File: src/rtl/core/am2d_pkg.sv
`default_nettype none
package am2d_pkg;

  localparam int CORDIC_STEPS_DEF = 16;
  localparam int CORDIC_STEPS_MAX = 30;

  localparam logic signed [33:0] DEG360 = 34'sd23592960;
  localparam logic signed [33:0] DEG180 = 34'sd11796480;
  localparam logic signed [33:0] DEG90  = 34'sd5898240;
  localparam logic signed [33:0] GAIN_Q30 = 34'sd652032874;

  typedef struct packed {
    logic signed [31:0] pos_x;
    logic signed [31:0] pos_y;
    logic signed [31:0] angle_deg;
    logic signed [31:0] scale_x;
    logic signed [31:0] scale_y;
    logic               aim;
    logic signed [31:0] target_x;
    logic signed [31:0] target_y;
  } in_beat_t;

  typedef struct packed {
    logic signed [31:0] m_cos_sx;
    logic signed [31:0] m_sin_sx;
    logic signed [31:0] m_negsin_sy;
    logic signed [31:0] m_cos_sy;
    logic signed [31:0] m_tx;
    logic signed [31:0] m_ty;
    logic signed [31:0] angle_used;
  } out_beat_t;

  // atan(2^-i) in degrees, Q16.16
  function automatic logic signed [33:0] atan_deg(input int i);
    case (i)
      0: return 34'sd2949120;  1: return 34'sd1740967;  2: return 34'sd919879;
      3: return 34'sd466945;   4: return 34'sd234379;   5: return 34'sd117304;
      6: return 34'sd58666;    7: return 34'sd29335;    8: return 34'sd14668;
      9: return 34'sd7334;     10: return 34'sd3667;    11: return 34'sd1833;
      12: return 34'sd917;     13: return 34'sd458;     14: return 34'sd229;
      15: return 34'sd115;     16: return 34'sd57;      17: return 34'sd29;
      18: return 34'sd14;      19: return 34'sd7;       20: return 34'sd4;
      21: return 34'sd2;       22: return 34'sd1;
      default: return 34'sd0;
    endcase
  endfunction

endpackage
`default_nettype wire

File: src/rtl/core/am2d_mul_sat.sv
`default_nettype none
// Registered Q2.30 x Q16.16 product, rounded half up, saturated to 32 bits.
module am2d_mul_sat import am2d_pkg::*; (
  input  wire logic               clk,
  input  wire logic               en,
  input  wire logic signed [32:0] a,
  input  wire logic signed [31:0] b,
  output logic signed [31:0]      p
);
  logic signed [64:0] prod_r;
  logic signed [34:0] sh;

  always_ff @(posedge clk) begin
    if (en) prod_r <= a * b;
  end

  assign sh = 35'((prod_r + 65'sd536870912) >>> 30);

  always_comb begin
    if (sh > 35'sd2147483647) p = 32'sh7fffffff;
    else if (sh < -35'sd2147483648) p = 32'sh80000000;
    else p = sh[31:0];
  end
endmodule
`default_nettype wire

File: config.mk
export PLATFORM = sky130hd
export DESIGN_NAME = am2d_mul_sat
export DESIGN_NICKNAME = d
export VERILOG_FILES = /design/src/rtl/core/am2d_pkg.sv /design/src/rtl/core/am2d_mul_sat.sv
export SDC_FILE = /design/constraint.sdc
export NUM_CORES = 2
export LEC_CHECK = 0
export BUFFER_PORTS_ARGS = -buffer_cell sky130_fd_sc_hd__buf_4
export CORE_MARGIN = 3
export CORE_UTILIZATION = 65
export CTS_CLUSTER_SIZE = 12
export DETAILED_ROUTE_END_ITERATION = 12
export PLACE_DENSITY_LB_ADDON = 0.12
export SLEW_MARGIN = 5
export SYNTH_ARGS = -nofsm -noshare
export SYNTH_HDL_FRONTEND = slang
export SYNTH_SLANG_ARGS = --single-unit
File: constraint.sdc
create_clock -name clk -period 10.95 [get_ports clk]
set_input_delay 1.095 -clock clk [delete_from_list [all_inputs] [get_ports clk]]
set_output_delay 1.095 -clock clk [all_outputs]
set_load 0.05 [all_outputs]
# Word-level counts from Yosys, hierarchy flattened

Cells that the tools add are included.

Add/subtract/negate cells: 1
Multipliers: 1
Magnitude comparators: 2
Multiplexer cells: 2

Operators with widths:

| cell                                                 | number |
|---|---|
| adder 65 x 31 -> 65 bit, second input constant       | 1 |
| multiplier 33 x 32 -> 65 bit                         | 1 |
| two-way mux 32 bit                                   | 2 |
| > comparator 35 x 32 -> 1 bit, second input constant | 1 |
| < comparator 35 x 32 -> 1 bit, second input constant | 1 |

Flip-flop bits (word level): 65
Output and inout port bits: 32
Logic and storage cells: 7

# Longest topological paths before layout

Word-level depth: 4
Gate-level depth with buffers: 29
Mapped depth without buffers: 27

# Least setup slack after synthesis

OpenSTA, ideal clock, no wires.

Path type: input to register
Start: input b[2]
End: register prod_r[63] (data pin)
Setup time: 0.180 ns
Data arrival time: 8.550 ns
Data required time: 10.770 ns
Path slack: 2.220 ns
Stages on the path: 26
Cell sequence: clkbuf_1 > nand2_1 > inv_1 > fa_1 > inv_1 > fa_1 > inv_1 > fa_1 > fa_1 > inv_1 > fa_1 > inv_1 > fa_1 > inv_1 > fa_1 > inv_1 > fa_1 > ha_1 > clkbuf_1 > nand2_1 > a2111o_1 > a21oi_1 > a21oi_1 > or3_4 > a311o_1 > o311ai_1

Word-level cells in the longest chain between the ends: 1

Ends and longest elaborated chain:

| element                      | line               | source |
|---|---|---|
| from (decl)                  | am2d_mul_sat.sv:7  | `input wire logic signed [31:0] b,` |
| multiplier 33 x 32 -> 65 bit | am2d_mul_sat.sv:14 | `if (en) prod_r <= a * b;` |
| to (signal assigned)         | am2d_mul_sat.sv:14 |  |
| to (decl)                    | am2d_mul_sat.sv:10 | `logic signed [64:0] prod_r;` |

No other way between the ends.
A chain may end at the register's enable or synchronous reset.

# Final worst setup path

Start: input b[5]
End: register prod_r[63] (data pin)

The elaborated chain is that of the path after synthesis.

==> results.txt <==
----------------------------------------------------
[STA]
  Final TNS setup ... 0 ns
  Final setup violation count ... 0
  Final critical-path required period ... 9.336 ns
  Unrepaired setup endpoints after global routing ... false
  Setup ws final ... 1.614 ns
  Final Slew Violations ... 0
  Final clock period utilization by the worst path ... 85.26%
  Number of endpoints with negative hold slack in the final report ... 0
  Worst slew margin relative to its limit ... 22.26%
  Actual transition at the worst max-transition pin ... 1.137 ns
  Achievable frequency ... 0.1071 GHz

[Job]
  MaxCap Viol Count ... 0

[Floorplan]
  Die width ... 249.0 um
  Die extent in y ... 249.0 um
  Initial core utilization ... 66.12%
  Number of primary I/O pins ... 99
  Core ar. ... 58030 um^2
  Number of placement rows ... 88
  Die area ... 61980 um^2

[Global route]
  Pin count of the biggest net entering global routing ... 37
  Wire length of the first global-routing pass ... 168.1 mm
  Tot GR Track Use ... 35.20%
  Number of global-route vias before repair ... 30780
  Initial antenna violation count ... 1
  Sum of overflow across all layers after global routing ... 0

[Finish]
  Area Overhead vs Synth ... 2.782%
  Commonest cells after routing, fill and taps aside ... sky130_fd_sc_hd__fa_1 (1111), sky130_fd_sc_hd__inv_1 (1013), sky130_fd_sc_hd__nand2_1 (553), sky130_fd_sc_hd__and2_1 (517), sky130_fd_sc_hd__ha_1 (183)
  Max FFs per register ... 36
  Post-layout net count ... 5335
  Largest registers ... prod_r: 36 flops
  Most common cell after layout, fill and taps aside ... sky130_fd_sc_hd__fa_1
  Post-layout utilization of the core ... 67.96%
  Fraction of final layout cells sized beyond drive strength 1 ... 3.069%
  Register with the highest flop count ... prod_r

[Worst setup path]
  Dominant delay contributor by cell family on the critical path ... adder cells
  Setup Crit Path Kind ... input pin to register
  Nature of the critical path endpoint ... register
  Top cell by count, worst path ... sky130_fd_sc_hd__fa_1
  Worst endpoint required time ... 11.03 ns
  Buffering stage count on the worst path with inverters included ... 6
  Series of cell instances along the critical path ... buf_4, nand2_1, inv_1, fa_1, inv_1, fa_1, inv_1, fa_1, fa_1, inv_1, fa_1, inv_1, fa_1, fa_1, fa_1, ha_1, a21oi_1, nor2_1, a2111oi_0, a21oi_1, a21oi_1, or3_4, nand3_1, o311ai_1
  Arrival time at the worst endpoint ... 9.42 ns
  Cell with the largest stage delay on the worst path ... sky130_fd_sc_hd__fa_1
  Max Fanout on Critical Path ... 33
  Delay of the slowest cell on the worst path ... 0.88 ns
  Nature of the critical path startpoint ... input pin

[Placed design]
  Post-place setup slack ... 1.300 ns
  Final estimated routing congestion in global placement ... 0.9456
  Detailed placement HPWL ... 79.77 mm
  Port Buffers ... 98

[Detailed routing]
  Total number of vias ... 27240
  Via density per instance ... 5.746
  Routed len/inst ... 21.80 um
  Post-detailed-route DRC marker count ... 0
  Final routed wirelength across all metal layers ... 103.4 mm
  Pre-antenna DRT Iters ... 5
  Number of nets with antenna violations after detailed routing ... 0
  Initial DRC Count ... 1635

[Yosys]
  Area share of the largest cell type after synthesis ... 57.97%
  Netlist area before placement ... 38370 um^2
  Cell types with the largest area share after synthesis ... sky130_fd_sc_hd__fa_1 (58%), sky130_fd_sc_hd__inv_1 (9.9%), sky130_fd_sc_hd__and2_1 (8.4%), sky130_fd_sc_hd__ha_1 (6.0%), sky130_fd_sc_hd__nand2_1 (5.4%)
  Share of synthesized area occupied by flip-flops and latches ... 2.817%
  Net count of the mapped netlist ... 5438
  Post-Syn Instances ... 4077
  Post-synthesis register bit count ... 36
  Cell accounting for the most synthesized area ... sky130_fd_sc_hd__fa_1
  Async SR Flop Fraction ... 0%
  Number of synthesized flops with an enable pin ... 36
  Top FF cell, synth ... sky130_fd_sc_hd__edfxtp_1
  Number of different library cells in the post-synthesis netlist ... 59
  Average cell area after synthesis ... 9.411 um^2
  Yosys warning count ... 0

[Clock tree]
  Clock slew seen by the registers of the worst setup and hold paths ... 0.06 ns
  Clk buf depth ... 2
  Number of instances resized during post-cts repair ... 0
  Clock tree sinks ... 36
  Level count of the clock H-tree ... 2
  TritonCTS clock tree ... yes
  # Post-CTS Setup Buffers ... 0
  Root cell of the clock tree ... sky130_fd_sc_hd__clkbuf_16
  Count of hold-fix buffers inserted at cts ... 0
  Num CTS Buffers ... 5

[Hold path]
  Worst Hold Class ... input pin to register

[Status]
  Outcome ... completed

----------------------------------------------------
routing by layer:
metal | part of all wire [%] | vias up | track usage, % | wire length [um]
met2 | 50 | 1147 | 61.68 | 51870
met3 | 7.1 | 387 | 5.105 | 7356
li1 | - | 11430 | - | -
met5 | 0.015 | - | 0 | 15
met1 | 35 | 14280 | 41.93 | 36540
met4 | 7.3 | 2 | 19.63 | 7581
cells in the mapped netlist (2+ instances only):
cell type	count
sky130_fd_sc_hd__fa_1	1111
sky130_fd_sc_hd__inv_1	1013
sky130_fd_sc_hd__nand2_1	553
sky130_fd_sc_hd__and2_1	517
sky130_fd_sc_hd__clkbuf_1	206
sky130_fd_sc_hd__ha_1	183
sky130_fd_sc_hd__a21oi_1	64
sky130_fd_sc_hd__nor2_1	59
sky130_fd_sc_hd__o21ai_0	47
sky130_fd_sc_hd__xnor2_1	45
sky130_fd_sc_hd__nand3_1	38
sky130_fd_sc_hd__edfxtp_1	36
sky130_fd_sc_hd__xor2_1	34
sky130_fd_sc_hd__and3_1	19
sky130_fd_sc_hd__nand2b_1	14
sky130_fd_sc_hd__a21o_1	13
sky130_fd_sc_hd__nand4_1	12
sky130_fd_sc_hd__nor3_1	11
sky130_fd_sc_hd__a31oi_1	10
sky130_fd_sc_hd__buf_2	8
sky130_fd_sc_hd__a211oi_1	7
sky130_fd_sc_hd__nor2b_1	6
sky130_fd_sc_hd__o211ai_1	5
sky130_fd_sc_hd__o21ai_1	5
sky130_fd_sc_hd__o21bai_1	5
sky130_fd_sc_hd__a211o_1	4
sky130_fd_sc_hd__o21a_1	4
sky130_fd_sc_hd__o31ai_1	4
sky130_fd_sc_hd__a2111oi_0	3
sky130_fd_sc_hd__a21boi_0	3
sky130_fd_sc_hd__and4_1	3
sky130_fd_sc_hd__o2111ai_1	3
sky130_fd_sc_hd__or2_2	3
sky130_fd_sc_hd__a311oi_1	2
sky130_fd_sc_hd__o311ai_0	2
sky130_fd_sc_hd__o311ai_1	2
path summary, 6_finish.rpt:
check,start,to,cells past startpoint
worst max-delay path,b[5],prod_r[63],24
worst min-delay path,en,prod_r[29],1
cell families (layout without fill, tap and decap cells):
kind of cell | Yosys count | count (layout) | share of synthesized area, %
simple gates | 1247 | 1247 | 16.29
other cells | 0 | 1 | 0
buf+inv | 1228 | 1126 | 12.05
flops | 36 | 36 | 2.817
compound gates | 193 | 193 | 3.101
xor+xnor | 79 | 79 | 1.803
fa+ha+maj | 1294 | 1294 | 63.93
area by class of cell:
class                      instances  area [um^2]
timing repair buffer             105        788.3
antenna                            1        2.502
sequential                        36         1081
clock inverter                     2        11.26
multi-input combinational       2813        32670
fill                            4704        18590
clock buffer                       6        128.9
tap                              765        957.2
inverter                        1013         3802
per-stage QoR:
step	cells	cell area [um^2]	hold slack [ns]
floorplan	4077	38370	1.208
global placement	4732	39290	1.578
detailed placement	4732	39290	1.593
CTS	4740	39430	1.307
global route	4740	39430	1.317
finish	4741	39440	1.299
Power is left out: the tool's default activity adds up to more than one toggle a clock period on the data nets, which glitch-free logic cannot reach.
